===== src/rtl/core/asis_pkg.sv =====
// Shared constants, register indexes and types for the sprite inverse scanner.
package asis_pkg;

    localparam int MAX_SPRITE_SIDE = 256;
    localparam int MAX_BOX_SIDE    = 512;

    // fixed field widths
    localparam int STEP_W   = 16;   // Q4.12 matrix entries
    localparam int START_W  = 24;   // Q12.12 start position
    localparam int ACC_W    = 32;   // DDA accumulators
    localparam int FRAC_W   = 12;
    localparam int ORG_W    = 10;   // box corner
    localparam int SCR_W    = 11;   // screen coordinates
    localparam int IDX_W    = 16;   // texel index
    localparam int CFG_BOX_W = 10;
    localparam int CFG_SPR_W = 9;
    localparam int CFG_DATA_W = 16;
    localparam int CFG_IDX_W  = 3;

    // derived from the size limits and field widths
    localparam int BOX_W   = $clog2(MAX_BOX_SIDE + 1);
    localparam int COUNT_W = $clog2(MAX_BOX_SIDE);
    localparam int SPR_W   = $clog2(MAX_SPRITE_SIDE + 1);
    localparam int SPR_C_W = $clog2(MAX_SPRITE_SIDE);
    localparam int RMAG_W  = ACC_W + 1 - FRAC_W;

    // stream layout
    localparam int S_TDATA_W = 72;
    localparam int M_TDATA_W = 40;
    localparam int M_TUSER_W = 2;

    // operation codes
    localparam logic OP_STEP  = 1'b0;
    localparam logic OP_START = 1'b1;

    // configuration register indexes
    localparam logic [CFG_IDX_W-1:0] REG_INV_ROW0_X    = 3'd0;
    localparam logic [CFG_IDX_W-1:0] REG_INV_ROW0_Y    = 3'd1;
    localparam logic [CFG_IDX_W-1:0] REG_INV_ROW1_X    = 3'd2;
    localparam logic [CFG_IDX_W-1:0] REG_INV_ROW1_Y    = 3'd3;
    localparam logic [CFG_IDX_W-1:0] REG_BOX_WIDTH     = 3'd4;
    localparam logic [CFG_IDX_W-1:0] REG_BOX_HEIGHT    = 3'd5;
    localparam logic [CFG_IDX_W-1:0] REG_SPRITE_WIDTH  = 3'd6;
    localparam logic [CFG_IDX_W-1:0] REG_SPRITE_HEIGHT = 3'd7;

    typedef struct packed {
        logic [STEP_W-1:0] du_col;
        logic [STEP_W-1:0] dv_col;
        logic [STEP_W-1:0] du_row;
        logic [STEP_W-1:0] dv_row;
        logic [BOX_W-1:0]  bw;
        logic [BOX_W-1:0]  bh;
    } dda_cfg_t;

    typedef struct packed {
        logic                in_box;
        logic                last;
        logic [SCR_W-1:0]    sx;
        logic [SCR_W-1:0]    sy;
        logic [ACC_W-1:0]    u;
        logic [ACC_W-1:0]    v;
    } pix_t;

    typedef struct packed {
        logic                in_box;
        logic                hit;
        logic                last;
        logic [SCR_W-1:0]    sx;
        logic [SCR_W-1:0]    sy;
        logic [IDX_W-1:0]    index;
    } res_t;

endpackage


===== src/rtl/core/affine_sprite_inverse_scanner.sv =====
// Top level of the affine sprite inverse scanner.
//
//  channel   direction  group            request carries
//  s_axis    in         tvalid/tready    step or start (tuser), start position and corner
//  m_axis    out        tvalid/tready    one screen pixel result per request, tlast at box end
//  cfg       in         we/index/data    inverse matrix, box and sprite sizes
//
// One request per clock while the output is not stalled, one result per request.
// The DDA walker output is registered into the pixel snapshot; the texel stage
// (rounding, bound check, one 8x9 multiply) then loads the output register.
// Reset clears the walker, both valid flags and the registers to their defaults.
// A held m_axis stalls the output register; s_axis stays ready while the
// snapshot stage is empty or can move on.
module affine_sprite_inverse_scanner
(
    input  logic                                 clk,
    input  logic                                 rst_n,
    input  logic                                 s_axis_tvalid,
    output logic                                 s_axis_tready,
    // start_u[23:0], start_v[47:24], box_x[57:48], box_y[67:58], zero pad
    input  logic [asis_pkg::S_TDATA_W-1:0]       s_axis_tdata,
    // operation
    input  logic                                 s_axis_tuser,
    output logic                                 m_axis_tvalid,
    input  logic                                 m_axis_tready,
    // screen_x[10:0], screen_y[21:11], texel_index[37:22], zero pad
    output logic [asis_pkg::M_TDATA_W-1:0]       m_axis_tdata,
    // in_box[0], texel_hit[1]
    output logic [asis_pkg::M_TUSER_W-1:0]       m_axis_tuser,
    output logic                                 m_axis_tlast,
    input  logic                                 cfg_we,
    input  logic [asis_pkg::CFG_IDX_W-1:0]       cfg_index,
    input  logic [asis_pkg::CFG_DATA_W-1:0]      cfg_data
);
    import asis_pkg::*;

    logic [STEP_W-1:0]    r0x_reg, r0y_reg, r1x_reg, r1y_reg;
    logic [CFG_BOX_W-1:0] bw_cfg_reg, bh_cfg_reg;
    logic [CFG_SPR_W-1:0] sw_cfg_reg, sh_cfg_reg;

    dda_cfg_t         dda_cfg;
    logic [SPR_W-1:0] sw_sat, sh_sat;
    pix_t             pix;
    res_t             res;

    logic  s1_valid_reg;
    pix_t  s1_pix_reg;
    logic  m_valid_reg;
    res_t  m_res_reg;

    logic  advance;
    logic  accept;

    // configuration registers
    always_ff @(posedge clk or negedge rst_n)
    begin
        if (!rst_n)
        begin
            r0x_reg    <= STEP_W'(4096);
            r0y_reg    <= '0;
            r1x_reg    <= '0;
            r1y_reg    <= STEP_W'(4096);
            bw_cfg_reg <= '0;
            bh_cfg_reg <= '0;
            sw_cfg_reg <= CFG_SPR_W'(1);
            sh_cfg_reg <= CFG_SPR_W'(1);
        end
        else if (cfg_we)
        begin
            unique case (cfg_index)
                REG_INV_ROW0_X:    r0x_reg    <= cfg_data;
                REG_INV_ROW0_Y:    r0y_reg    <= cfg_data;
                REG_INV_ROW1_X:    r1x_reg    <= cfg_data;
                REG_INV_ROW1_Y:    r1y_reg    <= cfg_data;
                REG_BOX_WIDTH:     bw_cfg_reg <= cfg_data[CFG_BOX_W-1:0];
                REG_BOX_HEIGHT:    bh_cfg_reg <= cfg_data[CFG_BOX_W-1:0];
                REG_SPRITE_WIDTH:  sw_cfg_reg <= cfg_data[CFG_SPR_W-1:0];
                REG_SPRITE_HEIGHT: sh_cfg_reg <= cfg_data[CFG_SPR_W-1:0];
                default:           r0x_reg    <= r0x_reg;
            endcase
        end
    end

    // size clamps
    always_comb
    begin
        dda_cfg.du_col = r0x_reg;
        dda_cfg.dv_col = r0y_reg;
        dda_cfg.du_row = r1x_reg;
        dda_cfg.dv_row = r1y_reg;
        dda_cfg.bw = (int'(bw_cfg_reg) > MAX_BOX_SIDE) ? BOX_W'(MAX_BOX_SIDE) : BOX_W'(bw_cfg_reg);
        dda_cfg.bh = (int'(bh_cfg_reg) > MAX_BOX_SIDE) ? BOX_W'(MAX_BOX_SIDE) : BOX_W'(bh_cfg_reg);
        sw_sat = (int'(sw_cfg_reg) > MAX_SPRITE_SIDE) ? SPR_W'(MAX_SPRITE_SIDE)
                                                      : SPR_W'(sw_cfg_reg);
        sh_sat = (int'(sh_cfg_reg) > MAX_SPRITE_SIDE) ? SPR_W'(MAX_SPRITE_SIDE)
                                                      : SPR_W'(sh_cfg_reg);
    end

    assign advance       = !m_valid_reg || m_axis_tready;
    assign s_axis_tready = !s1_valid_reg || advance;
    assign accept        = s_axis_tvalid && s_axis_tready;

    asis_dda u_dda
    (
        .clk     (clk),
        .rst_n   (rst_n),
        .accept  (accept),
        .op      (s_axis_tuser),
        .start_u (s_axis_tdata[23:0]),
        .start_v (s_axis_tdata[47:24]),
        .box_x   (s_axis_tdata[57:48]),
        .box_y   (s_axis_tdata[67:58]),
        .cfg     (dda_cfg),
        .pix     (pix)
    );

    asis_texel u_texel
    (
        .pix (s1_pix_reg),
        .sw  (sw_sat),
        .sh  (sh_sat),
        .res (res)
    );

    always_ff @(posedge clk or negedge rst_n)
    begin
        if (!rst_n)
        begin
            s1_valid_reg <= 1'b0;
            m_valid_reg  <= 1'b0;
        end
        else
        begin
            if (s_axis_tready)
            begin
                s1_valid_reg <= s_axis_tvalid;
            end
            if (advance)
            begin
                m_valid_reg <= s1_valid_reg;
            end
        end
    end

    always_ff @(posedge clk)
    begin
        if (s_axis_tready)
        begin
            s1_pix_reg <= pix;
        end
        if (advance)
        begin
            m_res_reg <= res;
        end
    end

    assign m_axis_tvalid = m_valid_reg;
    assign m_axis_tdata  = {(M_TDATA_W - 2*SCR_W - IDX_W)'(0),
                            m_res_reg.index, m_res_reg.sy, m_res_reg.sx};
    assign m_axis_tuser  = {m_res_reg.hit, m_res_reg.in_box};
    assign m_axis_tlast  = m_res_reg.last;

endmodule


===== src/rtl/core/asis_dda.sv =====
// Raster walker: box counters and the sprite-space DDA accumulators.
module asis_dda
(
    input  logic                              clk,
    input  logic                              rst_n,
    input  logic                              accept,
    input  logic                              op,
    input  logic [asis_pkg::START_W-1:0]      start_u,
    input  logic [asis_pkg::START_W-1:0]      start_v,
    input  logic [asis_pkg::ORG_W-1:0]        box_x,
    input  logic [asis_pkg::ORG_W-1:0]        box_y,
    input  asis_pkg::dda_cfg_t                cfg,
    output asis_pkg::pix_t                    pix
);
    import asis_pkg::*;

    logic               active_reg, active_next;
    logic [COUNT_W-1:0] col_reg, col_next;
    logic [COUNT_W-1:0] row_reg, row_next;
    logic [ORG_W-1:0]   org_x_reg, org_x_next;
    logic [ORG_W-1:0]   org_y_reg, org_y_next;
    logic [ACC_W-1:0]   u_reg, u_next;
    logic [ACC_W-1:0]   v_reg, v_next;
    logic [ACC_W-1:0]   rsu_reg, rsu_next;
    logic [ACC_W-1:0]   rsv_reg, rsv_next;

    logic               pixel;
    logic [BOX_W-1:0]   col_inc;
    logic [BOX_W-1:0]   row_inc;
    logic               col_wrap;
    logic [ACC_W-1:0]   rsu_step;
    logic [ACC_W-1:0]   rsv_step;
    logic [ACC_W-1:0]   su_ext;
    logic [ACC_W-1:0]   sv_ext;

    always_comb
    begin
        pixel    = active_reg && (BOX_W'(col_reg) < cfg.bw) && (BOX_W'(row_reg) < cfg.bh);
        col_inc  = BOX_W'(col_reg) + BOX_W'(1);
        row_inc  = BOX_W'(row_reg) + BOX_W'(1);
        col_wrap = (col_inc == cfg.bw);
        rsu_step = rsu_reg + {{(ACC_W-STEP_W){cfg.du_row[STEP_W-1]}}, cfg.du_row};
        rsv_step = rsv_reg + {{(ACC_W-STEP_W){cfg.dv_row[STEP_W-1]}}, cfg.dv_row};
        su_ext   = {{(ACC_W-START_W){start_u[START_W-1]}}, start_u};
        sv_ext   = {{(ACC_W-START_W){start_v[START_W-1]}}, start_v};

        // a start request never yields a box pixel
        pix.in_box = pixel && (op == OP_STEP);
        pix.last   = pixel && (op == OP_STEP) && col_wrap && (row_inc == cfg.bh);
        pix.sx     = SCR_W'({org_x_reg[ORG_W-1], org_x_reg}) + SCR_W'(col_reg);
        pix.sy     = SCR_W'({org_y_reg[ORG_W-1], org_y_reg}) + SCR_W'(row_reg);
        pix.u      = u_reg;
        pix.v      = v_reg;

        active_next = active_reg;
        col_next    = col_reg;
        row_next    = row_reg;
        org_x_next  = org_x_reg;
        org_y_next  = org_y_reg;
        u_next      = u_reg;
        v_next      = v_reg;
        rsu_next    = rsu_reg;
        rsv_next    = rsv_reg;

        if (accept)
        begin
            if (op == OP_START)
            begin
                active_next = (cfg.bw != '0) && (cfg.bh != '0);
                col_next    = '0;
                row_next    = '0;
                org_x_next  = box_x;
                org_y_next  = box_y;
                u_next      = su_ext;
                v_next      = sv_ext;
                rsu_next    = su_ext;
                rsv_next    = sv_ext;
            end
            else if (!pixel)
            begin
                active_next = 1'b0;
            end
            else if (col_wrap)
            begin
                // end of row: restart from the next row's left edge
                col_next = '0;
                row_next = COUNT_W'(row_inc);
                rsu_next = rsu_step;
                rsv_next = rsv_step;
                u_next   = rsu_step;
                v_next   = rsv_step;
                if (row_inc == cfg.bh)
                begin
                    active_next = 1'b0;
                end
            end
            else
            begin
                col_next = COUNT_W'(col_inc);
                u_next   = u_reg + {{(ACC_W-STEP_W){cfg.du_col[STEP_W-1]}}, cfg.du_col};
                v_next   = v_reg + {{(ACC_W-STEP_W){cfg.dv_col[STEP_W-1]}}, cfg.dv_col};
            end
        end
    end

    always_ff @(posedge clk or negedge rst_n)
    begin
        if (!rst_n)
        begin
            active_reg <= 1'b0;
            col_reg    <= '0;
            row_reg    <= '0;
            org_x_reg  <= '0;
            org_y_reg  <= '0;
            u_reg      <= '0;
            v_reg      <= '0;
            rsu_reg    <= '0;
            rsv_reg    <= '0;
        end
        else
        begin
            active_reg <= active_next;
            col_reg    <= col_next;
            row_reg    <= row_next;
            org_x_reg  <= org_x_next;
            org_y_reg  <= org_y_next;
            u_reg      <= u_next;
            v_reg      <= v_next;
            rsu_reg    <= rsu_next;
            rsv_reg    <= rsv_next;
        end
    end

endmodule


===== src/rtl/core/asis_texel.sv =====
// Texel lookup: rounds the sprite position, checks bounds, forms the index.
module asis_texel
(
    input  asis_pkg::pix_t                 pix,
    input  logic [asis_pkg::SPR_W-1:0]     sw,
    input  logic [asis_pkg::SPR_W-1:0]     sh,
    output asis_pkg::res_t                 res
);
    import asis_pkg::*;

    logic                     u_neg, v_neg;
    logic [ACC_W-1:0]         u_mag, v_mag;
    logic [ACC_W:0]           u_sum, v_sum;
    logic [RMAG_W-1:0]        ru, rv;
    logic                     hit;
    logic [SPR_C_W+SPR_W-1:0] row_off;
    logic [SPR_C_W+SPR_W:0]   idx_sum;

    // round half away from zero on the magnitude
    always_comb
    begin
        u_neg   = pix.u[ACC_W-1];
        v_neg   = pix.v[ACC_W-1];
        u_mag   = u_neg ? (~pix.u + ACC_W'(1)) : pix.u;
        v_mag   = v_neg ? (~pix.v + ACC_W'(1)) : pix.v;
        u_sum   = {1'b0, u_mag} + (ACC_W+1)'(1 << (FRAC_W - 1));
        v_sum   = {1'b0, v_mag} + (ACC_W+1)'(1 << (FRAC_W - 1));
        ru      = u_sum[ACC_W:FRAC_W];
        rv      = v_sum[ACC_W:FRAC_W];
        // a negative value that rounds to zero still counts as zero
        hit     = !(u_neg && ru != '0) && !(v_neg && rv != '0)
                  && (ru < RMAG_W'(sw)) && (rv < RMAG_W'(sh));
        row_off = (SPR_C_W+SPR_W)'(rv[SPR_C_W-1:0]) * (SPR_C_W+SPR_W)'(sw);
        idx_sum = (SPR_C_W+SPR_W+1)'(row_off) + (SPR_C_W+SPR_W+1)'(ru[SPR_C_W-1:0]);

        res.in_box = pix.in_box;
        res.hit    = pix.in_box && hit;
        res.last   = pix.in_box && pix.last;
        res.sx     = pix.in_box ? pix.sx : '0;
        res.sy     = pix.in_box ? pix.sy : '0;
        res.index  = (pix.in_box && hit) ? IDX_W'(idx_sum) : '0;
    end

endmodule


===== config.mk =====
export PLATFORM = sky130hd
export DESIGN_NAME = affine_sprite_inverse_scanner
export DESIGN_NICKNAME = d
export VERILOG_FILES = /design/src/rtl/core/asis_pkg.sv /design/src/rtl/core/affine_sprite_inverse_scanner.sv /design/src/rtl/core/asis_dda.sv /design/src/rtl/core/asis_texel.sv
export SDC_FILE = /design/constraint.sdc
export NUM_CORES = 1
export LEC_CHECK = 0
export ABC_AREA = 1
export BUFFER_PORTS_ARGS = -buffer_cell sky130_fd_sc_hd__buf_2
export CELL_PAD_IN_SITES_DETAIL_PLACEMENT = 1
export CELL_PAD_IN_SITES_GLOBAL_PLACEMENT = 2
export CORE_ASPECT_RATIO = 1.25
export CORE_MARGIN = 2
export CORE_UTILIZATION = 39
export CTS_BUF_LIST = sky130_fd_sc_hd__clkbuf_4 sky130_fd_sc_hd__clkbuf_8 sky130_fd_sc_hd__clkbuf_16
export DETAILED_ROUTE_END_ITERATION = 6
export PLACE_DENSITY_LB_ADDON = 0.2
export RECOVER_POWER = 100
export SYNTH_ARGS = -nofsm -noshare
export SYNTH_HDL_FRONTEND = slang
export SYNTH_HIERARCHICAL = 1
export SYNTH_SLANG_ARGS = --single-unit

===== constraint.sdc =====
create_clock -name clk -period 9.35 [get_ports clk]
set_input_delay 0.4675 -clock clk [delete_from_list [all_inputs] [get_ports clk]]
set_output_delay 0.4675 -clock clk [all_outputs]
set_load 0.02 [all_outputs]

==> results of run 1 <==
## final cells by class
| type | count | area [µm²] |
|---|---|---|
| diodes | 2 | 5.005 |
| clock buffers | 57 | 1281 |
| clock inverters | 33 | 387.9 |
| fillers | 11560 | 49570 |
| inverters | 873 | 3281 |
| multi-input cells | 3785 | 19650 |
| flip-flops and latches | 400 | 10660 |
| well taps | 1168 | 1461 |
| repair buffers | 156 | 759.5 |
## through the flow
stage	hold slack, ps	utilization	cell area, µm²	worst slack, ps	power, mW
6_report	48.98	0.4306	37490	2102	12.98
3_3_place_gp	459.2	0.4135	36000	2851	10.84
3_5_place_dp	467.0	0.4135	36000	2789	11.06
5_1_grt	35.81	0.4306	37480	1429	14.36
2_1_floorplan	171.9	-	34200	3687	8.760
4_1_cts	10.67	0.4328	37680	2738	13.14
## power breakdown
part           total, mW  switching (mW)  leakage, nW  internal, mW
Sequential          2.99           0.525         4.62          2.47
Clock               2.00           0.863        0.808          1.14
Combinational       7.99            5.31         14.9          2.68
## metal layers
metal / track usage / routed length, µm / vias up
met2: 0.4593 / 56490 / 380
li1: - / - / 16210
met5: 0 / 25 / -
met3: 0.02435 / 3382 / 151
met1: 0.3253 / 51160 / 15420
met4: 0.07482 / 3375 / 4
## layout by cell type (no fill, tap or decap), types with 9 or more instances in the layout
cell,synthesis,final
a21oi_1,203,203
and2_1,22,22
and3_1,9,9
buf_2,27,87
buf_4,6,11
clkbuf_1,60,55
clkbuf_16,0,48
clkinv_2,0,10
dfrtp_1,267,267
edfxtp_1,129,129
fa_1,55,55
ha_1,216,216
inv_1,853,853
inv_2,16,14
mux2_2,18,18
nand2_1,1941,1944
nand2_2,42,40
nand3_1,342,343
nand3b_1,26,26
nand4_1,48,48
nor2_1,405,406
nor2_2,30,28
nor2_4,20,21
nor3_1,28,29
o21ai_0,154,174
o21bai_1,11,11
or2_2,28,28
xnor2_1,68,68
xor2_1,36,37
## worst register-to-register path, stage by stage (launching register included)
cell and delay, ps:
dfrtp_1 390, nor2_1 110, nand2_1 50, nor2_1 80, nand2_1 170, a21oi_1 320, ha_1 190, o21bai_1 110
nor2_1 80, nand3_1 70, nor2_1 50, nand2_1 50, nor2_1 50, nand3_2 50, clkbuf_1 2650, nand2_4 690
nand2_4 570, clkinv_2 640, buf_4 560, nand2_1 190, nand2_1 60
## worst max path at each step
stage	to	depth (start not counted)	slack, ps	from
after CTS	m_axis_tdata[36]$_DFFE_PP_	31	2740	s1_pix_reg[6]$_DFFE_PP_
after global routing	u_dda/rsv_reg[11]$_DFFE_PN0P_	20	1430	bw_cfg_reg[3]$_DFFE_PN0P_
final	u_dda/rsv_reg[11]$_DFFE_PN0P_	20	2100	bw_cfg_reg[6]$_DFFE_PN0P_
after floorplan	m_axis_tdata[36]$_DFFE_PP_	31	3690	s1_pix_reg[10]$_DFFE_PP_
after detailed placement	m_axis_tdata[36]$_DFFE_PP_	31	2790	s1_pix_reg[6]$_DFFE_PP_
after global placement	m_axis_tdata[36]$_DFFE_PP_	31	2850	s1_pix_reg[11]$_DFFE_PP_
## cells by family (layout without fill, tap and decap cells)
group	Yosys count	in the layout	share of synthesized area
xor+xnor	105	105	0.02711
fa+ha+maj	271	271	0.1112
simple gates	2971	2971	0.3670
other cells	1	4	0.0001097
mux	18	18	0.005927
flops	400	400	0.3117
compound gates	418	418	0.06491
buf+inv	984	1119	0.1119
## synth_stat cells (22+ instances only)
cell / n
clkbuf_1: 60
ha_1: 216
nand2_1: 1941
nand3_1: 342
or2_2: 28
nor3_1: 28
a21oi_1: 203
buf_2: 27
dfrtp_1: 267
nor2_1: 405
edfxtp_1: 129
o21ai_0: 154
nand3b_1: 26
nand4_1: 48
inv_1: 853
nand2_2: 42
and2_1: 22
fa_1: 55
xnor2_1: 68
xor2_1: 36
nor2_2: 30
==> impl_metrics.env, run 1 <==
export IMPL_synth_main_ff_cell="dfrtp_1"
export IMPL_postCtsSetupBuffers=0
export IMPL_grt_antenna_before_repair=8
export IMPL_largest_reg_flops=88
export IMPL_start_util=0.3928
export IMPL_worst_ir_drop_vdd_uv=240.9
export IMPL_dp_cells=6381
export IMPL_yosysTopAreaCellShare=0.2131
export IMPL_finalHoldViolations=0
export IMPL_period_share=0.7752
export IMPL_grt_pass1_vias=33480
export IMPL_clock_skew_ps=46.84
export IMPL_clk_path_buf_depth=3
export IMPL_setup_viol=0
export IMPL_coreArea_um2=87050
export IMPL_required_ps=9890
export IMPL_placementRows=121
export IMPL_hold_depth=2
export IMPL_r2r_start="bw_cfg_reg[6]$_DFFE_PN0P_"
export IMPL_yosysSeqAreaShare=0.3117
export IMPL_vias=32170
export IMPL_syn_avg_cell_area_um2=6.617
export IMPL_die_w_um=268.8
export IMPL_status="finished, violations left"
export IMPL_crit_family="buffers and inverters"
export IMPL_holdPathEnd="u_dda/org_y_reg[6]$_DFFE_PN0P_"
export IMPL_drtIter0Drc=1449
export IMPL_yosysWarnings=6
export IMPL_drc=0
export IMPL_synth_area_leader_cell="nand2_1"
export IMPL_synth_seq_cells=400
export IMPL_arrival_ps=7790
export IMPL_rrSetupSlack_ps=2100
export IMPL_dieHeight_um=335.1
export IMPL_synth_edf_count=129
export IMPL_syn_area_um2=34200
export IMPL_r2r_cells=20
export IMPL_maxSlewHeadroom=-2.880
export IMPL_slowest_delay_ps=2650
export IMPL_power_density_nw_per_um2=346.3
export IMPL_synthTopCellsByArea="nand2_1, dfrtp_1, edfxtp_1, inv_1, ha_1"
export IMPL_critPathLaunchType="flop"
export IMPL_io_pins=142
export IMPL_drt_wirelength_per_cell_um=17.68
export IMPL_grt_pass1_wl_mm=180.8
export IMPL_crit_slowest_cell="clkbuf_1"
export IMPL_critPathKind="flop to flop"
export IMPL_cts_tree="built"
export IMPL_clock_root_buffer="clkbuf_16"
export IMPL_rsz0062_at_grt="false"
export IMPL_drive_above_1_share=0.06900
export IMPL_tightest_slew_ps=5820
export IMPL_num_nets_final=5632
export IMPL_final_cells=6474
export IMPL_cts_max_level=2
export IMPL_fmax_mhz=138.0
export IMPL_dieArea_um2=90080
export IMPL_synth_cell_types=56
export IMPL_cp_end_kind="flop"
export IMPL_insertion_delay_ps=650
export IMPL_clkSinkCount=400
export IMPL_finalMaxSlewViolations=526
export IMPL_routabilityCongestion=0.9146
export IMPL_path_buf_inv=3
export IMPL_track_usage=0.2567
export IMPL_firstDrtPassIters=5
export IMPL_dp_hpwl_mm=90.75
export IMPL_cts_repair_resized=0
export IMPL_synth_cells=5168
export IMPL_grt_max_degree=122
export IMPL_hold_start="s_axis_tdata[64]"
export IMPL_cp_max_fo=67
export IMPL_period_needed_ps=7248
export IMPL_power_leakage_nw=20.37
export IMPL_final_setup_tns_ps=0
export IMPL_portBuffers=135
export IMPL_final_antenna_net_count=0
export IMPL_critical_path_cell_chain="nor2_1 -> nand2_1 -> nor2_1 -> nand2_1 -> a21oi_1 -> ha_1 -> o21bai_1 -> nor2_1 -> nand3_1 -> nor2_1 -> nand2_1 -> nor2_1 -> nand3_2 -> clkbuf_1 -> nand2_4 -> nand2_4 -> clkinv_2 -> buf_4 -> nand2_1 -> nand2_1"
export IMPL_cts_buffers=48
export IMPL_violations="max-capacitance violations, max-slew violations"
export IMPL_hold_buffers=1
export IMPL_cap_viol_max_count=10
export IMPL_clk_pin_slew_ps=60
export IMPL_ys_async_sr_fraction=0.6775
export IMPL_wl_mm=114.4
export IMPL_viasPerCell=4.968
export IMPL_r2r_end="u_dda/rsv_reg[11]$_DFFE_PN0P_"
export IMPL_hold_class="primary input to flop"
export IMPL_syn_to_final_growth_pct=9.627
export IMPL_overflow=0
(Power assumes the default switching activity.)
==> run 2, diff against run 1 <==
--- a/config.mk
+++ b/config.mk
@@ -11,7 +11,7 @@
 export CELL_PAD_IN_SITES_GLOBAL_PLACEMENT = 2
 export CORE_ASPECT_RATIO = 1.25
 export CORE_MARGIN = 2
-export CORE_UTILIZATION = 39
+export CORE_UTILIZATION = 36
 export CTS_BUF_LIST = sky130_fd_sc_hd__clkbuf_4 sky130_fd_sc_hd__clkbuf_8 sky130_fd_sc_hd__clkbuf_16
 export DETAILED_ROUTE_END_ITERATION = 6
 export PLACE_DENSITY_LB_ADDON = 0.2
==> constraint.sdc (replaced) <==
create_clock -name clk -period 7 [get_ports clk]
set_input_delay 0.35 -clock clk [delete_from_list [all_inputs] [get_ports clk]]
set_output_delay 0.35 -clock clk [all_outputs]
set_load 0.02 [all_outputs]
==> impl_metrics.env, run 2 (same netlist as run 1, synthesis figures left out) <==
export IMPL_power_density_nw_per_um2=458.0
export IMPL_viasPerCell=4.895
export IMPL_r2r_end="m_axis_tdata[36]$_DFFE_PP_"
export IMPL_cts_buffers=48
export IMPL_grt_max_degree=149
export IMPL_io_pins=142
export IMPL_die_w_um=279.7
export IMPL_finalHoldViolations=0
export IMPL_clock_root_buffer="clkbuf_16"
export IMPL_hold_class="primary input to flop"
export IMPL_postCtsSetupBuffers=0
export IMPL_cp_max_fo=8
export IMPL_rrSetupSlack_ps=550
export IMPL_r2r_cells=32
export IMPL_overflow=0
export IMPL_power_leakage_nw=20.48
export IMPL_drtIter0Drc=1400
export IMPL_wl_mm=117.5
export IMPL_clkSinkCount=400
export IMPL_whs_ps=53.43
export IMPL_holdPathEnd="u_dda/rsv_reg[1]$_DFFE_PN0P_"
export IMPL_clock_skew_ps=40.33
export IMPL_firstDrtPassIters=5
export IMPL_period_needed_ps=6445
export IMPL_dieHeight_um=348.6
export IMPL_cts_tree="built"
export IMPL_most_common_layout_cells="nand2_1, inv_1, nor2_1, nand3_1, dfrtp_1"
export IMPL_violations="max-capacitance violations, max-slew violations"
export IMPL_setup_viol=0
export IMPL_critPathLaunchType="flop"
export IMPL_final_cell_area_um2=37860
export IMPL_p_clk_frac=0.151
export IMPL_finalMaxSlewViolations=625
export IMPL_dieArea_um2=97480
export IMPL_combPwrFrac=0.615
export IMPL_finish_utilization=0.4015
export IMPL_drc=0
export IMPL_p_sw_mw=9.004
export IMPL_coreArea_um2=94280
export IMPL_r2r_start="s1_pix_reg[10]$_DFFE_PP_"
export IMPL_status="finished, violations left"
export IMPL_crit_slowest_cell="fa_1"
export IMPL_arrival_ps=6780
export IMPL_final_common_cell="nand2_1"
export IMPL_drive_above_1_share=0.06857
export IMPL_period_share=0.9208
export IMPL_place_area_um2=36090
export IMPL_fmax_mhz=155.2
export IMPL_num_nets_final=5668
export IMPL_power_frac_seq=0.234
export IMPL_syn_to_final_growth_pct=10.70
export IMPL_start_util=0.3627
export IMPL_portBuffers=135
export IMPL_maxSlewHeadroom=-1.653
export IMPL_grt_pass1_vias=33220
export IMPL_cts_repair_resized=0
export IMPL_cap_viol_max_count=12
export IMPL_tightest_slew_ps=3979
export IMPL_cts_max_level=2
export IMPL_worst_ir_drop_vdd_uv=227.7
export IMPL_grt_antenna_before_repair=7
export IMPL_p_sw_frac=0.5194
export IMPL_hold_start="s_axis_tdata[25]"
export IMPL_cp_end_kind="flop"
export IMPL_grt_pass1_wl_mm=185.1
export IMPL_placementRows=126
export IMPL_clk_path_buf_depth=3
export IMPL_p_int_mw=8.333
export IMPL_largest_reg_flops=88
export IMPL_hold_depth=5
export IMPL_rsz0062_at_grt="false"
export IMPL_slowest_delay_ps=540
export IMPL_routabilityCongestion=0.8844
export IMPL_pre_cts_ws_ps=643.3
export IMPL_insertion_delay_ps=650
export IMPL_dp_hpwl_mm=94.19
export IMPL_drt_wirelength_per_cell_um=17.92
export IMPL_required_ps=7330
export IMPL_track_usage=0.2421
export IMPL_setup_slack_ps=554.7
export IMPL_vias=32090
export IMPL_clk_pin_slew_ps=60
export IMPL_final_setup_tns_ps=0
export IMPL_final_antenna_net_count=0
export IMPL_critPathKind="flop to flop"
export IMPL_hold_buffers=33
==> run 2: final cells by class <==
cell class                      instances  area [µm²]
Fill cell                           12350       56420
Tap cell                             1216        1521
Timing Repair Buffer                  192        1081
Inverter                              873        3279
Clock inverter                         28       309.0
Antenna cell                            2       5.005
Clock buffer                           60        1329
Sequential cell                       400       10660
Multi-Input combinational cell       3785       19670
==> run 2: per-stage QoR <==
step,power (mW),cells
floorplan,11.70,5169
global placement,14.61,6433
detailed placement,14.83,6433
CTS,17.58,6554
global route,19.18,6554
finish,17.34,6556
==> run 2: how the worst max path moves through the flow <==
stage / depth (start not counted) / from / end / slack [ps]
after floorplan: 31 / s1_pix_reg[10]$_DFFE_PP_ / m_axis_tdata[36]$_DFFE_PP_ / 1340
after global placement: 32 / s1_pix_reg[10]$_DFFE_PP_ / m_axis_tdata[36]$_DFFE_PP_ / 700
after detailed placement: 32 / s1_pix_reg[10]$_DFFE_PP_ / m_axis_tdata[36]$_DFFE_PP_ / 640
after CTS: 32 / s1_pix_reg[10]$_DFFE_PP_ / m_axis_tdata[36]$_DFFE_PP_ / 600
after global routing: 34 / s1_pix_reg[11]$_DFFE_PP_ / m_axis_tdata[36]$_DFFE_PP_ / 70
final: 32 / s1_pix_reg[10]$_DFFE_PP_ / m_axis_tdata[36]$_DFFE_PP_ / 550
==> run 2: critical path: cells and delay by family (launching register included) <==
| kind | cells | cell delay (ps) |
|---|---|---|
| buffers and inverters | 6 | 500 |
| AND/OR/NAND/NOR | 13 | 1450 |
| AO/OA/AOI/OAI | 6 | 970 |
| XOR/XNOR | 1 | 250 |
| flip-flops | 1 | 410 |
| adder cells (fa/ha/maj) | 6 | 2550 |
==> run 2: layer usage <==
layer	routed length [µm]	up-vias	share of wire	global-route usage
li1	-	16240	-	-
met1	53260	15370	0.45	0.3080
met2	58660	346	0.50	0.4410
met3	2780	134	0.024	0.01975
met4	2769	2	0.024	0.05795
met5	12	-	0.00010	0
==> run 2: power by group through the flow <==
stage                     sequential (mW)  combinational (mW)  clock, mW
after global placement               4.08                10.5          0
after CTS                            4.07                10.8       2.69
after floorplan                      3.78                7.92          0
after detailed placement             4.10                10.7          0
final                                4.06                10.7       2.61
after global routing                 4.18                12.2       2.77
==> run 3, diff against run 2 <==
--- a/config.mk
+++ b/config.mk
@@ -10,12 +10,10 @@
 export CELL_PAD_IN_SITES_DETAIL_PLACEMENT = 1
 export CELL_PAD_IN_SITES_GLOBAL_PLACEMENT = 2
 export CORE_ASPECT_RATIO = 1.25
-export CORE_MARGIN = 2
 export CORE_UTILIZATION = 36
 export CTS_BUF_LIST = sky130_fd_sc_hd__clkbuf_4 sky130_fd_sc_hd__clkbuf_8 sky130_fd_sc_hd__clkbuf_16
 export DETAILED_ROUTE_END_ITERATION = 6
 export PLACE_DENSITY_LB_ADDON = 0.2
-export RECOVER_POWER = 100
 export SYNTH_ARGS = -nofsm -noshare
 export SYNTH_HDL_FRONTEND = slang
 export SYNTH_HIERARCHICAL = 1
==> impl_metrics.env, run 3 (same netlist as run 1, synthesis figures left out) <==
export IMPL_power_density_nw_per_um2=456.5
export IMPL_setup_viol=0
export IMPL_cp_max_fo=8
export IMPL_num_nets_final=5670
export IMPL_most_common_layout_cells="nand2_1, inv_1, nor2_1, nand3_1, dfrtp_1"
export IMPL_overflow=0
export IMPL_grt_antenna_before_repair=5
export IMPL_power_leakage_nw=20.78
export IMPL_final_cell_area_um2=38130
export IMPL_drive_above_1_share=0.08313
export IMPL_dp_hpwl_mm=94.11
export IMPL_io_pins=142
export IMPL_period_needed_ps=6470
export IMPL_tightest_slew_ps=1081
export IMPL_p_sw_mw=8.928
export IMPL_power_frac_seq=0.233
export IMPL_clk_pin_slew_ps=60
export IMPL_insertion_delay_ps=650
export IMPL_drt_wirelength_per_cell_um=17.96
export IMPL_final_common_cell="nand2_1"
export IMPL_cts_tree="built"
export IMPL_cp_end_kind="flop"
export IMPL_worst_ir_drop_vdd_uv=322.5
export IMPL_hold_class="primary input to flop"
export IMPL_finalMaxSlewViolations=0
export IMPL_syn_to_final_growth_pct=11.52
export IMPL_cts_max_level=2
export IMPL_rsz0062_at_grt="false"
export IMPL_critPathKind="flop to flop"
export IMPL_clk_path_buf_depth=3
export IMPL_finalHoldViolations=0
export IMPL_drc=0
export IMPL_placementRows=126
export IMPL_final_fill_count=12330
export IMPL_portBuffers=135
export IMPL_die_w_um=277.7
export IMPL_track_usage=0.2481
export IMPL_fmax_mhz=154.6
export IMPL_firstDrtPassIters=5
export IMPL_critPathLaunchType="flop"
export IMPL_p_clk_frac=0.154
export IMPL_period_share=0.9243
export IMPL_vias=32040
export IMPL_largest_reg_flops=88
export IMPL_p_int_mw=8.481
export IMPL_cts_repair_resized=0
export IMPL_hold_start="s_axis_tdata[29]"
export IMPL_clock_skew_ps=78.98
export IMPL_dieArea_um2=96230
export IMPL_final_antenna_net_count=0
export IMPL_required_ps=7320
export IMPL_arrival_ps=6790
export IMPL_crit_top_cell="inv_1"
export IMPL_clock_root_buffer="clkbuf_16"
export IMPL_grt_pass1_vias=33650
export IMPL_critPathLaunch="s1_pix_reg[11]$_DFFE_PP_"
export IMPL_maxSlewHeadroom=0.2792
export IMPL_coreArea_um2=94280
export IMPL_drtIter0Drc=1397
export IMPL_status="complete, no violations"
export IMPL_start_util=0.3627
export IMPL_final_setup_tns_ps=0
export IMPL_cap_viol_max_count=0
export IMPL_slowest_delay_ps=550
export IMPL_crit_slowest_cell="fa_1"
export IMPL_clkSinkCount=400
export IMPL_wl_mm=117.8
export IMPL_r2r_start="s1_pix_reg[11]$_DFFE_PP_"
export IMPL_cts_buffers=48
export IMPL_postCtsSetupBuffers=0
export IMPL_viasPerCell=4.885
export IMPL_grt_pass1_wl_mm=186.8
export IMPL_combPwrFrac=0.613
export IMPL_routabilityCongestion=0.8857
export IMPL_dieHeight_um=346.6
export IMPL_grt_max_degree=81
export IMPL_place_area_um2=36120
export IMPL_p_sw_frac=0.5128
==> run 3: cell types whose count changed in the layout (fill, tap and decap cells not counted), sizes merged <==
cell      before  now
clkinvlp       6    3
bufinv         2    6
inv          870  872
buf           93  161
clkbuf       126   60
clkinv        23   21
==> run 3: layout make-up <==
type	count	area, µm²	share of cell area
Multi-Input combinational cell	3785	19750	0.5178
Sequential cell	400	10660	0.2795
Inverter	873	3279	0.08600
Tap cell	1216	1521	0.03990
Clock buffer	60	1310	0.03435
Timing Repair Buffer	194	1239	0.03248
Clock inverter	29	372.9	0.009778
Antenna cell	2	5.005	0.0001312
==> run 3: per-layer routing <==
| layer | up-vias | global-route usage | wire [µm] |
|---|---|---|---|
| li1 | 16280 | - | - |
| met1 | 15220 | 0.3114 | 52880 |
| met2 | 390 | 0.4472 | 58400 |
| met3 | 144 | 0.02415 | 3150 |
| met4 | 4 | 0.07092 | 3379 |
| met5 | - | 0 | 16 |
==> run 3: final timing paths <==
kind	endpoint	slack, ps	cells past startpoint
max in group asynchronous	r0x_reg[6]$_DFFE_PN0P_	5460	3
worst min register to register	s1_pix_reg[27]$_DFFE_PP_	440	0
worst max-delay path	m_axis_tdata[36]$_DFFE_PP_	530	32
worst max register to register	m_axis_tdata[36]$_DFFE_PP_	530	32
worst min-delay path	u_dda/rsv_reg[5]$_DFFE_PN0P_	50	5
min in group asynchronous	u_dda/rsv_reg[3]$_DFFE_PN0P_	260	2
==> run 3: power groups by stage <==
stage          sequential, mW  clock, mW  combinational [mW]
3_3_place_gp             4.08          0                10.5
5_1_grt                  4.17       2.84                12.3
3_5_place_dp             4.10          0                10.7
4_1_cts                  4.07       2.77                10.8
2_1_floorplan            3.78          0                7.92
6_report                 4.05       2.68                10.7
==> run 3: timing repair <==
item,4_1_cts,5_1_grt
hold buffers,33,0
endpoints found under the hold margin,99,0
setup endpoints to repair,0,0
==> run 3: worst max-delay path: cells and delay by family, from the launching register on <==
kind / cells / cell delay, ps
buffers and inverters: 6 / 520
adders and majority gates: 6 / 2540
xor gates and xnor gates: 1 / 250
and+or+nand+nor: 13 / 1430
DFF: 1 / 460
AOI/OAI and AO/OA: 6 / 950
==> run 3: stage by stage <==
step / hold slack, ps / utilization / setup slack [ps] / total power, mW / cells
2_1_floorplan: 54.41 / - / 1337 / 11.70 / 5169
3_3_place_gp: 365.4 / 0.3831 / 715.9 / 14.59 / 6435
3_5_place_dp: 367.0 / 0.3831 / 583.7 / 14.81 / 6435
4_1_cts: 2.319 / 0.4044 / 492.7 / 17.63 / 6557
5_1_grt: 55.91 / 0.4044 / 140.5 / 19.26 / 6557
6_report: 47.24 / 0.4045 / 530.1 / 17.41 / 6559
